<file path="config.mk">
export PLATFORM = sky130hd
export DESIGN_NAME = hkt_queue
export DESIGN_NICKNAME = d
export VERILOG_FILES = /design/src/hw/rtl/hashed_key_insert_lookup_table_defines.svh /design/src/hw/rtl/hkt_pkg.sv /design/src/hw/rtl/hkt_queue.sv
export SDC_FILE = /design/constraint.sdc
export NUM_CORES = 1
export LEC_CHECK = 0
export ABC_AREA = 1
export BUFFER_PORTS_ARGS = -buffer_cell sky130_fd_sc_hd__buf_2
export CAP_MARGIN = 25
export CORE_MARGIN = 5
export CORE_UTILIZATION = 30
export DETAILED_ROUTE_END_ITERATION = 10
export GPL_TIMING_DRIVEN = 0
export PLACE_DENSITY = 0.53
export SETUP_SLACK_MARGIN = 0.5
export SLEW_MARGIN = 20
export SYNTH_ARGS = -nofsm -noshare
export SYNTH_HDL_FRONTEND = slang
export SYNTH_SLANG_ARGS = --single-unit
</file>
<file path="constraint.sdc">
create_clock -name clk_i -period 5.4 [get_ports clk_i]
set_clock_uncertainty 0.1 [all_clocks]
set_input_delay 0.81 -clock clk_i [delete_from_list [all_inputs] [get_ports clk_i]]
set_output_delay 0.81 -clock clk_i [all_outputs]
set_load 0.03 [all_outputs]
</file>
<file path="src/hw/rtl/hashed_key_insert_lookup_table_defines.svh">
// ----------------------------------------------------------------------------
// hashed_key_insert_lookup_table_defines
// Assertion macros used by the lookup table back end (hkt_back).
// ----------------------------------------------------------------------------
`ifndef HASHED_KEY_INSERT_LOOKUP_TABLE_DEFINES_SVH
`define HASHED_KEY_INSERT_LOOKUP_TABLE_DEFINES_SVH
// Implication checked on every clock edge outside reset
`define HK_ASSERT_IMP(label, clk, rst_n, pre, post) \
  label: assert property (@(posedge clk) disable iff (!rst_n) (pre) |-> (post)) \
    else $error("assertion failed");
// Next-cycle implication outside reset
`define HK_ASSERT_NEXT(label, clk, rst_n, pre, post) \
  label: assert property (@(posedge clk) disable iff (!rst_n) (pre) |=> (post)) \
    else $error("assertion failed");
`endif

</file>
<file path="src/hw/rtl/hkt_pkg.sv">
// ----------------------------------------------------------------------------
// hkt_pkg
// Types and constants for the hashed key lookup table.
// ----------------------------------------------------------------------------
`timescale 1ns / 1ps
package hkt_pkg;
  localparam int unsigned DefCapacity = 4096;
  localparam logic [63:0] HashSeed    = 64'd5381;
  localparam logic [5:0]  NameCntMax  = 6'd63;

  localparam logic [1:0] CfgEntryLimit  = 2'd0;
  localparam logic [1:0] CfgMaxNameLen  = 2'd1;
  localparam logic [1:0] CfgMaxValueLen = 2'd2;

  typedef enum logic [2:0] {
    StFound     = 3'd0,
    StNotFound  = 3'd1,
    StInserted  = 3'd2,
    StDuplicate = 3'd3,
    StFull      = 3'd4,
    StTooLong   = 3'd5
  } status_e;

  typedef enum logic [1:0] {
    BkIdle,
    BkScan,
    BkRead,
    BkDone
  } back_state_e;

  // finished name, queued from front to back end
  typedef struct packed {
    logic        kind;
    logic [63:0] hash;
    logic [5:0]  name_cnt;
    logic [15:0] handle;
    logic [15:0] vlen;
  } job_t;
endpackage

</file>
<file path="src/hw/rtl/hkt_queue.sv">
// ----------------------------------------------------------------------------
// hkt_queue
// Two-entry job queue between the hashing front end and the table back end.
// ----------------------------------------------------------------------------
`timescale 1ns / 1ps
module hkt_queue import hkt_pkg::*; (
  input  logic clk_i,
  input  logic rst_ni,
  input  logic in_valid_i,
  input  job_t in_job_i,
  output logic full_o,
  output logic out_valid_o,
  output job_t out_job_o,
  input  logic out_ready_i
);
  job_t       slot_q [2];
  logic       wp_q, rp_q;
  logic [1:0] cnt_q;
  logic       push, pop;

  assign push        = in_valid_i && (cnt_q != 2'd2);
  assign pop         = out_ready_i && (cnt_q != 2'd0);
  assign full_o      = (cnt_q != 2'd0);
  assign out_valid_o = (cnt_q != 2'd0);
  assign out_job_o   = slot_q[rp_q];

  always_ff @(posedge clk_i) begin
    if (push) slot_q[wp_q] <= in_job_i;
  end

  always_ff @(posedge clk_i or negedge rst_ni) begin
    if (!rst_ni) begin
      wp_q  <= 1'b0;
      rp_q  <= 1'b0;
      cnt_q <= 2'd0;
    end else begin
      if (push) wp_q <= ~wp_q;
      if (pop)  rp_q <= ~rp_q;
      cnt_q <= cnt_q + {1'b0, push} - {1'b0, pop};
    end
  end
endmodule
</file>
# Word-level counts from Yosys, hierarchy flattened
# Memories as Yosys holds them, arrays and structs flattened.
# Index checks and enable logic that the tools add are counted.
[totals]
wordCells = 14
regBits = 4
in_bits = 107
output_inout_bits = 105
memories = 1
ramBits = 206
[mem_list]
columns = ["memory", "depth", "width", "rd", "rd_ports_with_merged_regs", "wr", "line_no", "rtl"]
rows = [
  ["slot_q", 2, 103, 1, 0, 1, "hkt_queue.sv:16", "job_t slot_q [2];"],
]
[op_classes]
n_bitwise = 2
addsub = 2
eq_ne = 1
reduce_logical = 3
mux = 2
[ops]
columns = ["operator", "n"]
rows = [
  ["$add A2 B1 Y2", 1],
  ["$logic_and A1 B1 Y1", 2],
  ["$mux W1", 2],
  ["$ne A2 B2 Y1 const B", 1],
  ["$not A1 Y1", 2],
  ["$reduce_bool A2 Y1", 1],
  ["$sub A2 B1 Y2", 1],
]

# Logic depth before layout (Yosys ltp)
[logic_depth]
depth_word = 4
depth_mapped = 10
ltp_nobuf = 10

# Worst setup path after synthesis
# No wires, ideal clock.
[synth_path]
path_kind = "input-to-reg"
start = "input in_valid_i"
end = "memory slot_q[1][0] (netlist bit) (enable)"
cell_stages = 2
arrival_time_ns = 5.178
t_required_ns = 4.735
setup_slack_ns = -0.444
cell_sequence = "nand2_1 > nor2_1"
[synth_via]
elab_chain_len = 3
[synth_rtl]
columns = ["item", "line_no", "rtl"]
rows = [
  ["from (decl)", "hkt_queue.sv:9", "input logic in_valid_i,"],
  ["$logic_and A1 B1 Y1", "hkt_queue.sv:21", "assign push = in_valid_i && (cnt_q != 2'd2);"],
  ["$mux W1", "hkt_queue.sv:28", "if (push) slot_q[wp_q] <= in_job_i;"],
  ["$mux W1 (not written as such)", "hkt_queue.sv:28", ""],
  ["to (decl)", "hkt_queue.sv:16", ""],
]
# Every way passes these cells.

==> results.md <==
- The flow ran to the end, and the final reports show no timing, DRC or antenna violations.
- In the final design database the tool counted 922 nets.
- From synthesis to final layout, the design area changed by 30.1%.
- The kind of start point of the critical path is a register.
- The library cell used as clock root buffer is sky130_fd_sc_hd__clkbuf_16.
- Prior to clock tree synthesis, the placed netlist has a worst setup slack of around 3 ns.
- The netlist uses 11 different library cells.
- The final core utilization is approximately 40%.
- The worst hold path belongs to the class register to register.
- The clock-pin slew on the worst setup and hold paths is 0.06 ns.
- After routing the design area is 10100 um^2.
- The first-pass iteration count of the detailed router is 6.
- Measured along the x axis, the die boundary spans around 170 um.
- The peak ir drop on the vdd network is 0.000381 V.
- The number of design-rule violations left by the first detailed-router iteration is 175.
- The total negative slack for setup checks is 0 ns.
- On the critical path, the stage with the largest delay is an instance of sky130_fd_sc_hd__dfrtp_1.
- The most used flip-flop cell after synthesis is sky130_fd_sc_hd__edfxtp_1.
- Entering global routing, the biggest net connects 56 pins.
- The final period demand of the worst path is around 2.8 ns.
- The y dimension of the die is around 170 um.
- Data on the critical path is required at its endpoint by ~4.5 ns.
- After synthesis, the largest area contributor takes up approximately four fifths of total cell area.
- During I/O placement, the number of pins put on the boundary was between 200 and 250.
- The number of inserted filler cells in the final layout is approximately 2.4k.
- The overflow left after global routing is 0.
- The critical path goes through buf_2, inv_2, buf_6, buf_6, nand2_1, nand2_1, buf_2.
- Power spread over the standard cell area amounts to approximately 610 nW/um^2.
- The tool flagged a number of max-cap violations equal to 0.
- The depth of the CTS H-tree is 1.
- In this run the deepest clock path goes through 3 buffers.
- The number of nets in the synthesized netlist is a little under 700.
- The post-layout total power is between 6 and 7 mW.
- The finished layout holds roughly 1.2k standard cells, fillers aside.
- The aggregate global-route resource usage is between 10% and 20%.
- The synthesized area divided by synthesized cell count is 13.6 um^2.
- In this run the core area contains 58 standard-cell rows.
- The floorplan core area is 25300 um^2.
- At the end of routability-driven placement, the weighted congestion stood at slightly above 0.7.
- Buffers inserted during clock tree synthesis total 22.
- The sort of element at the end of the critical path is a primary output.
- The worst hold margin is around 0.37 ns.
- Synthesis produced a netlist whose cell count is ~570.
- Sorting the synthesized cells by area gives the leading types as sky130_fd_sc_hd__edfxtp_1 (80%), sky130_fd_sc_hd__nand2_1 (16%), sky130_fd_sc_hd__dfrtp_1 (1.3%).
- Setup repair after global routing left no endpoint under its margin.
- After synthesis, the most frequently instantiated cells are sky130_fd_sc_hd__nand2_1 (322), sky130_fd_sc_hd__edfxtp_1 (206), sky130_fd_sc_hd__buf_2 (14).
- The number of nets with antenna violations after routing is 0.
- The total die area is slightly below 30000 um^2.
- The mean routed wirelength per cell is 14.5 um.
- In this run the worst path has a maximum fanout of 10.
- In this run the post-CTS setup repair buffer count came out at 0.
- The via count of the first global-routing pass is 4764.
- Headroom to the max-slew limit came out at between 60 and 70%.
- The half-perimeter wire length of the detailed placement result is 11.6 mm.
- For the pin with the worst max-slew slack, the measured transition is roughly 0.53 ns.
- The share of the Yosys chip area taken by registers is 81.1%.
- The cell count after placement is 1118.
- The TritonCTS clock tree is yes.
- In this run the cell area of the synthesized design comes to slightly below 8000 um^2.
- The clock sink count is 210.
- In the routed layout, each cell is associated on average with a via count of roughly 4.1.
- The count of flip-flops with a built-in enable after synthesis is approximately 210.
- The largest stage delay on the critical path is between 0.3 and 0.4 ns.
- The setup violation total in the final timing report is 0.
- The insertion delay of the later-clocked pin in the worst-skew pair is about 0.49 ns.
- The largest total area in the synthesized netlist belongs to sky130_fd_sc_hd__edfxtp_1.
- The worst path meets setup with between 2 and 3 ns of slack.
- The startpoint-to-endpoint class of the critical path is register to primary output.
- The most frequent cell after synthesis is sky130_fd_sc_hd__nand2_1.
- The share of synthesized flip-flops with an asynchronous set or reset is ~1.9%.
- The post-route clock period utilization is roughly 51%.
- The count of buffers from port buffering is about 210.
- The number of antenna violations at the first check in global routing is 3.
- The count of vias placed by the detailed router is slightly below 5k.
- Post-CTS repair changed the size of 0 cells.
- The count of final hold-check violations was 0.
- Cells with a size suffix above 1 make up 33.2% of the layout.
- The placed instance area is approximately 9400 um^2.
- The first global-routing pass estimated approximately 26 mm of wire.
- Summed over all cells, the static leakage comes to approximately 4.3 nW.
- The number of hold buffers added after CTS was 1.
- For this configuration, the core starts out at a cell density of ~30%.
- For this block, the routed nets add up to ~17 mm of wire.
- The count of yosys warnings during synthesis is 0.
- The endpoint arrival time on the critical path is 1.84 ns.
- For this run, the top clock speed supported by timing is 0.363 GHz.
- The number of max-slew violations in the final report is 0.
- In the routed design, unresolved DRC markers number 0.
- The flop and latch count out of synthesis is 210.
power by group:
part / switching [mW] / internal (mW) / total [mW]
Sequential: 0.0693 / 2.22 / 2.29
Clock: 0.583 / 0.842 / 1.43
Combinational: 1.82 / 0.661 / 2.48
Total: 2.47 / 3.72 / 6.19
critical path: cells and delay by family, from the launching register on:
kind	cells	cell delay, ns
buf+inv	5	0.85
simple gates	2	0.14
flops	1	0.35
placed cells by master, fill, tap and decap left out, drive strengths merged:
cell type    netlist  layout
dlygate4sd3        0       1
inv                9       9
nand2            322     322
edfxtp           206     206
nand3              3       3
buf               24     241
diode              0       1
nor2               1       1
dfrtp              4       4
ha                 2       2
clkinv             0       8
clkbuf             0      31
bufinv             0       1
final timing paths:
| path | startpoint | to | slack [ns] | cells past startpoint |
|---|---|---|---|---|
| min in group asynchronous | rst_ni | wp_q$_DFFE_PN0N_ | 0.58 | 2 |
| max | rp_q$_DFFE_PN0P_ | out_job_o[49] | 2.65 | 7 |
| min | wp_q$_DFFE_PN0N_ | wp_q$_DFFE_PN0N_ | 0.37 | 2 |
| max reg2reg | wp_q$_DFFE_PN0N_ | slot_q[0][61]$_DFFE_PP_ | 3.51 | 4 |
| max in group asynchronous | rst_ni | rp_q$_DFFE_PN0P_ | 4.50 | 2 |
| min reg2reg | wp_q$_DFFE_PN0N_ | wp_q$_DFFE_PN0N_ | 0.37 | 2 |
final cells by class:
class | instances | area (um^2) | area share (%)
antenna | 1 | 2.50 | 0.0248
buffer | 24 | 175 | 1.74
clock buffer | 31 | 614 | 6.09
clock inverter | 9 | 81.3 | 0.807
inverter | 9 | 38.8 | 0.385
multi-input combinational | 328 | 1260 | 12.5
sequential | 210 | 6290 | 62.4
tap | 330 | 413 | 4.10
timing repair buffer | 218 | 1210 | 12.0
metal layers:
| layer | GRT usage (%) | up-vias | part of all wire [%] |
|---|---|---|---|
| met1 | 13.5 | 2192 | 40 |
| met4 | 3.13 | 4 | 3.0 |
| li1 | - | 2414 | - |
| met5 | 0 | - | 0.20 |
| met2 | 19.2 | 167 | 48 |
| met3 | 3.88 | 27 | 8.6 |
cell families (layout without fill, tap and decap cells):
family	Yosys count	after routing	synth area share [%]
flip-flops	210	210	81.1
adder cells (fa/ha/maj)	2	2	0.323
AND/OR/NAND/NOR	326	326	15.8
buffers and inverters	33	291	2.70
other	0	1	0
registers in the layout, summed over array words and instances (netlist names):
register  count
cnt_q         2
rp_q          1
slot_q      206
wp_q          1
(Power assumes the default switching activity.)
