--- src/hw/rtl/hashed_key_insert_lookup_table_defines.svh ---
// ----------------------------------------------------------------------------
// hashed_key_insert_lookup_table_defines
// Assertion macros used by the lookup table back end (hkt_back).
// ----------------------------------------------------------------------------
`ifndef HASHED_KEY_INSERT_LOOKUP_TABLE_DEFINES_SVH
`define HASHED_KEY_INSERT_LOOKUP_TABLE_DEFINES_SVH
// Implication checked on every clock edge outside reset
`define HK_ASSERT_IMP(label, clk, rst_n, pre, post) \
  label: assert property (@(posedge clk) disable iff (!rst_n) (pre) |-> (post)) \
    else $error("assertion failed");
// Next-cycle implication outside reset
`define HK_ASSERT_NEXT(label, clk, rst_n, pre, post) \
  label: assert property (@(posedge clk) disable iff (!rst_n) (pre) |=> (post)) \
    else $error("assertion failed");
`endif

--- src/hw/rtl/hkt_pkg.sv ---
// ----------------------------------------------------------------------------
// hkt_pkg
// Types and constants for the hashed key lookup table.
// ----------------------------------------------------------------------------
`timescale 1ns / 1ps
package hkt_pkg;
  localparam int unsigned DefCapacity = 4096;
  localparam logic [63:0] HashSeed    = 64'd5381;
  localparam logic [5:0]  NameCntMax  = 6'd63;

  localparam logic [1:0] CfgEntryLimit  = 2'd0;
  localparam logic [1:0] CfgMaxNameLen  = 2'd1;
  localparam logic [1:0] CfgMaxValueLen = 2'd2;

  typedef enum logic [2:0] {
    StFound     = 3'd0,
    StNotFound  = 3'd1,
    StInserted  = 3'd2,
    StDuplicate = 3'd3,
    StFull      = 3'd4,
    StTooLong   = 3'd5
  } status_e;

  typedef enum logic [1:0] {
    BkIdle,
    BkScan,
    BkRead,
    BkDone
  } back_state_e;

  // finished name, queued from front to back end
  typedef struct packed {
    logic        kind;
    logic [63:0] hash;
    logic [5:0]  name_cnt;
    logic [15:0] handle;
    logic [15:0] vlen;
  } job_t;
endpackage

--- src/hw/rtl/hkt_front.sv ---
// ----------------------------------------------------------------------------
// hkt_front
// Hashes name bytes one per cycle while take_i is high; on the last byte queues a job.
// ----------------------------------------------------------------------------
`timescale 1ns / 1ps
module hkt_front import hkt_pkg::*; (
  input  logic        clk_i,
  input  logic        rst_ni,
  input  logic        take_i,
  input  logic        kind_i,
  input  logic [7:0]  name_byte_i,
  input  logic        has_byte_i,
  input  logic        last_i,
  input  logic [15:0] value_handle_i,
  input  logic [15:0] value_len_i,
  output logic        job_valid_o,
  output job_t        job_o
);
  logic [63:0] hash_q, hash_d, upd;
  logic [5:0]  cnt_q, cnt_d, cnt_upd;

  // hash*33 + byte
  assign upd     = has_byte_i ? ({hash_q[58:0], 5'd0} + hash_q + {56'd0, name_byte_i})
                              : hash_q;
  assign cnt_upd = (has_byte_i && cnt_q != NameCntMax) ? cnt_q + 6'd1 : cnt_q;

  always_comb begin
    hash_d = hash_q;
    cnt_d  = cnt_q;
    if (take_i) begin
      hash_d = last_i ? HashSeed : upd;
      cnt_d  = last_i ? 6'd0 : cnt_upd;
    end
  end

  assign job_valid_o   = take_i && last_i;
  assign job_o.kind     = kind_i;
  assign job_o.hash     = (cnt_upd == 6'd0) ? 64'd0 : ({upd[58:0], 5'd0} + upd);
  assign job_o.name_cnt = cnt_upd;
  assign job_o.handle   = value_handle_i;
  assign job_o.vlen     = value_len_i;

  always_ff @(posedge clk_i or negedge rst_ni) begin
    if (!rst_ni) begin
      hash_q <= HashSeed;
      cnt_q  <= 6'd0;
    end else begin
      hash_q <= hash_d;
      cnt_q  <= cnt_d;
    end
  end
endmodule

--- config.mk ---
export PLATFORM = sky130hd
export DESIGN_NAME = hkt_front
export DESIGN_NICKNAME = d
export VERILOG_FILES = /design/src/hw/rtl/hashed_key_insert_lookup_table_defines.svh /design/src/hw/rtl/hkt_pkg.sv /design/src/hw/rtl/hkt_front.sv
export SDC_FILE = /design/constraint.sdc
export NUM_CORES = 1
export LEC_CHECK = 0
export BUFFER_PORTS_ARGS = -buffer_cell sky130_fd_sc_hd__buf_4
export CAP_MARGIN = 20
export CELL_PAD_IN_SITES_DETAIL_PLACEMENT = 0
export CELL_PAD_IN_SITES_GLOBAL_PLACEMENT = 1
export CORE_MARGIN = 2
export CORE_UTILIZATION = 40
export CTS_CLUSTER_DIAMETER = 80
export CTS_CLUSTER_SIZE = 20
export DETAILED_ROUTE_END_ITERATION = 6
export GPL_TIMING_DRIVEN = 0
export PLACE_DENSITY = 0.74
export SYNTH_ARGS = -nofsm -noshare
export SYNTH_HDL_FRONTEND = slang
export SYNTH_SLANG_ARGS = --single-unit
--- constraint.sdc ---
create_clock -name clk_i -period 34.5 [get_ports clk_i]
set_input_delay 10.35 -clock clk_i [delete_from_list [all_inputs] [get_ports clk_i]]
set_output_delay 10.35 -clock clk_i [all_outputs]
set_load 0.05 [all_outputs]
Word-level counts from Yosys, hierarchy flattened
Cells that the tools add are included.

Register bits: 70. Bits of input ports: 46. Output and inout port bits: 104.

$add $sub $neg: 4. Eq/ne operators: 1. Mux-type cells: 5. Reductions and logical operators: 3.

Operators by type and width (number): $mux 64 (3); $add 64x64->64 (2); $add 64x8->64 (1); $mux 6 (2); $add 6x1->6 const B (1); $logic_not 6->1 (1); $ne 6x6->1 const B (1); $logic_and 1x1->1 (2).

Logic depth before layout (Yosys ltp)
Gate-level depths: netlist (run 1).

Word-level depth: 5. Mapped depth: 29. Mapped depth without buffers: 28.

Worst setup path after synthesis (run 1)
OpenSTA, ideal clock, no wires.

Path type: input to output. Start point: input port name_byte_i[5]. End point: output port job_o[98] (netlist bit). Arrival: 16520 ps. Data required time: 24150 ps. Setup slack: 7630 ps. Stages on the path: 28. Buffers on the path: 1. Cells stage by stage: inv_1 fa_1 inv_1 ha_1 a21o_1 o21bai_1 o21ai_0 nand2b_1 a21oi_1 o21a_1 o21ai_0 a31oi_1 xnor2_1 mux2_2 ha_1 clkbuf_1 nand3_1 nor4_1 o211ai_1 a21oi_1 o2111ai_1 o21ai_0 and4_4 nor4_4 nor4_4 o221ai_2 o21ai_1 mux2i_1.

RTL lines: from (decl) (RTL line hkt_front.sv:11) `input logic [7:0] name_byte_i,`; to (decl) (RTL line hkt_front.sv:17) `output job_t job_o`.

==> out/qor.txt, run 1 <==
kind of path behind the tightest hold check = reg2reg
Clock Tree Buf Depth = 2
clock power share = 0.084
leakage power of the design = 6.836 nW
synthesized area per cell = 8.088 um2
MaxCap Viol Count = 0
endpoint of the worst register-to-register path = hash_q[47]
Ports = 150
per-cell routed wire length = 19.83 um
Mapped Nets = 1680
total setup violations reported at the end of the flow = 0
library cell occupying the most area in the post-synthesis netlist = ha_1
CP Capture Type = output pin
Final HPWL DP = 31660 um
area of the die = 30660 um2
fraction of the cycle the final worst path needs = 0.8042
Final Routed Wirelength = 38990 um
final weighted congestion in routability-driven placement = 0.9198
top cell family by delay on the critical path = compound AO/OA/AOI/OAI gates
leading cell type in the layout, fill and taps excluded = ha_1
share of Yosys cell area claimed by the top area cell type = 0.1934
diode insertion count for antenna repair = 0
internal power of the cells = 0.0004656 W
cell area after synthesis = 11710 um2
sequential fraction of design power = 0.102
gr usage total = 0.2513
commonest cells after routing, fill and taps aside = ha_1 (181), buf_4 (149), a21oi_1 (124), nor2_1 (117), nand2_1 (105)
crit path DAT = 17400 ps
maximum number of pins on one net before global-route repair = 71
number of levels in the clock H-tree = 3
CTS hold repair buffers = 0
result of the run = complete, no violations
Req. time, crit path = 24150 ps
DR vias = 11560
hold-critical path endpoint = hash_q[62]
Final Slew Violations = 0
initial antenna violation count = 0
Post-Route Skew = 12.67 ps
net total in the final layout = 1809
utilization after layout = 0.4647
PwrDens = 84.68 nW/um2
fmax = 0.03604 GHz
cells taking the most area after synthesis = ha_1 (19%), dfrtp_1 (14%), a21oi_1 (5.3%)
dominant register cell in the synthesized netlist = dfrtp_1
cell at the root of the clock tree = clkbuf_16
CTS-repair resized insts = 0
TritonCTS clock tree = done
Yosys Warn Count = 0
Vias/cell = 5.878
maximum ir drop on the vdd rail = 163.3 uV
most used routing layer in global routing = met2
CP most frequent cell = o21ai_0
Min Clock Period, post-route = 27750 ps
clock insertion delay at the later pin of the skew report = 350 ps
Residual DRC = 0
number of cells on the worst reg-to-reg path = 16
Die Ht = 175.1 um
worst path bufs/invs = 5
WHS Path Cells = 1
critical path peak fanout = 7
Worst R2R Setup Slack = 29540 ps
Chip Width = 175.1 um
count of port buffers added during placement = 116
Core Region = 28780 um2
Crit path largest cell delay = 570 ps
first-pass GRT wire length = 60940 um
proportion of total power due to net switching = 0.5889
number of rows in the core area = 62
Crit Path Class = in2out
Post-synth ARST share = 1.000
via count of the first global-routing pass = 10920
Post-DRT Antenna Nets = 0
fraction of met2 tracks used by global routing = 0.3965
nature of the critical path startpoint = input port
number of synthesized flops with an enable pin = 0
TritonCTS Sinks = 70
Relative slew margins = 0.2413
slowest stage cell on the critical path = o41ai_4
DRC marker count from the first detailed-route iteration = 790
first-pass detailed-route iteration total = 5
Fillers = 2936
count of state elements after synthesis = 70
distinct cell type count after synthesis = 86
leftover overflow at the end of global routing = 0
clock slew seen by the registers of the worst setup and hold paths = 70 ps
count of final hold-check violations = 0
layout cells sized above 1 = 0.1662
Starting Density = 0.4069
worst-margin pin slew = 1134 ps
proportion of synthesized chip area in sequential cells = 0.1501
launch point of the worst reg-to-reg path = hash_q[0]
unrepaired setup endpoints after global routing = no
Post-CTS Setup Repair Bufs = 0
portion of total power attributed to combinational logic = 0.814
switching power summed over all nets = 0.0006669 W
number of buffers inserted during clock tree synthesis = 9
Worst Min Path Start = hash_q[62]
met1 usage in global routing = 0.3653
Total Negative Setup Slacks = 0 ps
gate count of the mapped netlist = 1448
layout overhead on the synthesized area = 14.21%
met3 GRT Util = 0.02241
==> layer usage <==
layer | up-vias | wire length [um]
met4 | 0 | 863
met1 | 5491 | 19270
met3 | 47 | 1795
met2 | 342 | 17060
met5 | - | 0
li1 | 5676 | -
==> cells by family after synthesis <==
family,Yosys count,share of synthesized area
muxes,54,0.05192
adders and majority gates,186,0.2019
buffers and inverters,142,0.05662
xor gates and xnor gates,100,0.07596
and+or+nand+nor,406,0.1692
AOI/OAI and AO/OA,490,0.2942
DFF,70,0.1501
==> registers in the layout, indices dropped and copies added, names as in the netlist <==
| signal | flops |
|---|---|
| hash_q | 64 |
| cnt_q | 6 |
==> final cells by class <==
cell class              count  area (um2)  area share
well taps                 384       480.5     0.03592
inverters                  51       191.4     0.01431
clock buffers               9       225.2     0.01684
repair buffers            118       889.6     0.06651
clock inverters             7       63.81    0.004771
plain buffers              91       471.7     0.03527
multi-input cells        1236        9295      0.6949
flip-flops and latches     70        1758      0.1314
==> how the worst max path moves through the flow <==
stage | start | to | depth (start not counted)
final | name_byte_i[5] | job_o[88] | 30
after global routing | name_byte_i[5] | job_o[88] | 30
after CTS | name_byte_i[5] | job_o[88] | 30
after detailed placement | name_byte_i[5] | job_o[88] | 30
after global placement | name_byte_i[5] | job_o[88] | 30
after floorplan | name_byte_i[5] | job_o[98] | 28
==> cell usage after synthesis, types with 37 or more instances <==
cell type,count
xor2_1,37
clkbuf_1,49
inv_1,50
a21o_1,70
ha_1,181
a22o_1,56
dfrtp_1,65
nand2_1,105
mux2_2,44
o21ai_0,68
xnor2_1,62
nand3_1,39
nor2_1,117
a21oi_1,124
==> through the flow <==
step                total power (W)  instance area [um2]  setup slack [ps]  std cells  hold slack, ps
floorplan                 0.0008047                11710              7630       1448           496.2
global placement           0.001032                13060              6759       1948           525.2
detailed placement         0.001031                13080              6859       1949           535.3
CTS                        0.001132                13370              6798       1965           549.8
global route               0.001219                13380              6275       1966           566.7
finish                     0.001133                13380              6754       1966           545.3
==> power by group through the flow <==
stage | registers [W] | clock network (W) | logic [W]
final | 0.000116 | 0.0000950 | 0.000922
after global routing | 0.000118 | 0.0000984 | 0.00100
after CTS | 0.000116 | 0.0000958 | 0.000921
after detailed placement | 0.000117 | 0 | 0.000914
after global placement | 0.000117 | 0 | 0.000915
after floorplan | 0.000108 | 0 | 0.000696
(Power assumes the default switching activity.)
==> inputs of run 2 (changes only) <==
Settings changed: PLACE_DENSITY 0.74 to 0.77.
Clock period 34.5 ns to 25.4 ns, I/O delays scaled along.
==> run 2 against run 1 <==
Hold slack worse by 6.2 ps. Clock-buffer cell count rose by 2. Register-to-register slack worse by 9100 ps. First-iteration DRC count is 18% higher. Die area unchanged. Core utilization barely moved. Routed wire length decreased by 2.3%. Cell area barely moved. Critical endpoint is now job_o[94]. Largest power group unchanged.
==> out/qor.txt, run 2 (same netlist as run 1, synthesis figures left out) <==
result of the run = complete, no violations
number of cells on the worst reg-to-reg path = 16 (unchanged)
met3 GRT Util = 0.02872 (+0.006310)
cell at the root of the clock tree = clkbuf_16
Post-Place Setup Slack = 3286 ps (-3573 ps)
per-cell routed wire length = 19.38 um (-2.3%)
met1 usage in global routing = 0.3503 (-0.01504)
Crit Path Class = in2out
commonest cells after routing, fill and taps aside = ha_1 (181), buf_4 (149), a21oi_1 (124), nor2_1 (117), nand2_1 (105)
CP Capture Type = output pin
Post-Route Skew = 11.14 ps (-1.536 ps)
number of rows in the core area = 62 (unchanged)
Vias/cell = 5.895 (+0.29%)
Final Slew Violations = 0 (unchanged)
clock slew seen by the registers of the worst setup and hold paths = 60 ps (about the same)
fraction of the cycle the final worst path needs = 0.8760
initial antenna violation count = 0 (unchanged)
area taken by flip-flops and latches = 1758 um2 (unchanged)
largest registers = hash_q: 64 flops, cnt_q: 6 flops
Post-DRT Antenna Nets = 0 (unchanged)
Worst path depth = 30 (unchanged)
worst path bufs/invs = 5 (unchanged)
PwrDens = 114.8 nW/um2 (+36%)
unrepaired setup endpoints after global routing = no
Ports = 150 (unchanged)
area of the die = 30660 um2 (unchanged)
worst hold slack = 539.1 ps (-6.234 ps)
register bank with the most flops = hash_q
number of buffers inserted during clock tree synthesis = 9 (unchanged)
nature of the critical path startpoint = input port
worst-margin pin slew = 1046 ps (-88.16 ps)
maximum number of pins on one net before global-route repair = 71 (unchanged)
final weighted congestion in routability-driven placement = 0.9255 (+0.62%)
total setup violations reported at the end of the flow = 0 (unchanged)
Total Negative Setup Slacks = 0 ps (unchanged)
instance area after placement = 13080 um2 (unchanged)
Residual DRC = 0 (unchanged)
count of port buffers added during placement = 116 (unchanged)
Final HPWL DP = 31170 um (-1.5%)
Crit path largest cell delay = 530 ps (-40 ps)
kind of path behind the tightest hold check = reg2reg
TritonCTS clock tree = done
Starting Density = 0.4069 (unchanged)
TritonCTS Sinks = 70 (unchanged)
critical path peak fanout = 7 (unchanged)
Post-CTS Setup Repair Bufs = 0 (unchanged)
Clock Tree Buf Depth = 2 (unchanged)
total area of multi-input combinational cells = 9295 um2 (unchanged)
maximum ir drop on the vdd rail = 239.6 uV (+47%)
number of levels in the clock H-tree = 3 (unchanged)
DRC marker count from the first detailed-route iteration = 936 (+18%)
MaxCap Viol Count = 0 (unchanged)
Relative slew margins = 0.3029 (+0.06157)
final design area excluding fillers = 13370 um2 (about the same)
clock insertion delay at the later pin of the skew report = 350 ps (about the same)
gr usage total = 0.2456 (-0.005701)
non-filler cells in the finished layout = 1965 (-0.051%)
layout cells sized above 1 = 0.1657 (-0.0005274)
leading cell type in the layout, fill and taps excluded = ha_1
DR vias = 11580 (+0.24%)
WHS Path Cells = 1 (unchanged)
layout overhead on the synthesized area = 14.16% (about the same)
CTS hold repair buffers = 0 (unchanged)
first-pass detailed-route iteration total = 7 (+2)
crit path DAT = 14630 ps (-2770 ps)
net total in the final layout = 1809 (unchanged)
via count of the first global-routing pass = 11170 (+2.3%)
top cell family by delay on the critical path = compound AO/OA/AOI/OAI gates
slowest stage cell on the critical path = fa_1
leftover overflow at the end of global routing = 0 (unchanged)
Die Ht = 175.1 um (unchanged)
Fillers = 2881 (-1.9%)
most used routing layer in global routing = met2
Final Routed Wirelength = 38080 um (-2.3%)
CP most frequent cell = o21ai_0
max FFs per register = 64 (unchanged)
Final WS setup = 3150 ps (-3604 ps)
Min Clock Period, post-route = 22250 ps
diode insertion count for antenna repair = 0 (unchanged)
leakage power of the design = 6.838 nW (about the same)
count of final hold-check violations = 0 (unchanged)
fraction of met2 tracks used by global routing = 0.3829 (-0.01362)
number of cells in the design after placement = 1949 (unchanged)
Core Region = 28780 um2 (unchanged)
first-pass GRT wire length = 60150 um (-1.3%)
CTS-repair resized insts = 0 (unchanged)
Req. time, crit path = 17780 ps (-6370 ps)
Chip Width = 175.1 um (unchanged)
fmax = 0.04494 GHz
==> run 2: cell count changes in the layout (fill, tap and decap cells not counted), sizes merged <==
| cell | before | now |
|---|---|---|
| clkinvlp | 2 | 1 |
| inv | 55 | 53 |
| clkbuf | 59 | 61 |
==> run 2: metal layers <==
metal | vias up | part of all wire
met2 | 381 | 0.43
met1 | 5489 | 0.47
li1 | 5655 | -
met3 | 59 | 0.064
met5 | - | 0
met4 | 0 | 0.028
==> run 2: worst register-to-register path, stage by stage (launching register included) <==
cell and delay [ps]:
dfstp_2 550, inv_1 70, fa_1 500, inv_1 50, ha_1 340, a21o_1 190
a21oi_1 250, a211oi_1 150, o21ai_1 590, a31oi_2 380, a211o_1 380, o41ai_2 450
nor2_1 100, nor2_1 180, xnor2_1 140, mux2_2 330, a22o_1 190
==> run 2: where the power goes <==
part / switching (W) / internal (W)
combinational: 0.000818 / 0.000433
sequential: 0.0000261 / 0.000131
clock: 0.0000547 / 0.0000715
==> run 2: path summary, 6_finish.rpt <==
| path | startpoint | slack [ps] | end |
|---|---|---|---|
| max | name_byte_i[5] | 3150 | job_o[94] |
| min | hash_q[62] | 540 | hash_q[62] |
| max reg2reg | hash_q[0] | 20470 | hash_q[47] |
| min reg2reg | hash_q[62] | 540 | hash_q[62] |
| max in group asynchronous | rst_ni | 17330 | hash_q[62] |
| min in group asynchronous | rst_ni | 7430 | hash_q[15] |
==> run 2: cell type report <==
class | count | share of cell area
timing repair buffer | 118 | 0.06654
inverter | 51 | 0.01432
multi-input combinational | 1236 | 0.6953
buffer | 91 | 0.03528
clock buffer | 11 | 0.01890
tap | 384 | 0.03594
sequential | 70 | 0.1315
clock inverter | 4 | 0.002246
==> run 2: stage by stage <==
stage,util,total power [W]
after floorplan,-,0.001093
after global placement,0.4539,0.001396
after detailed placement,0.4544,0.001398
after CTS,0.4643,0.001532
after global routing,0.4645,0.001650
final,0.4645,0.001535
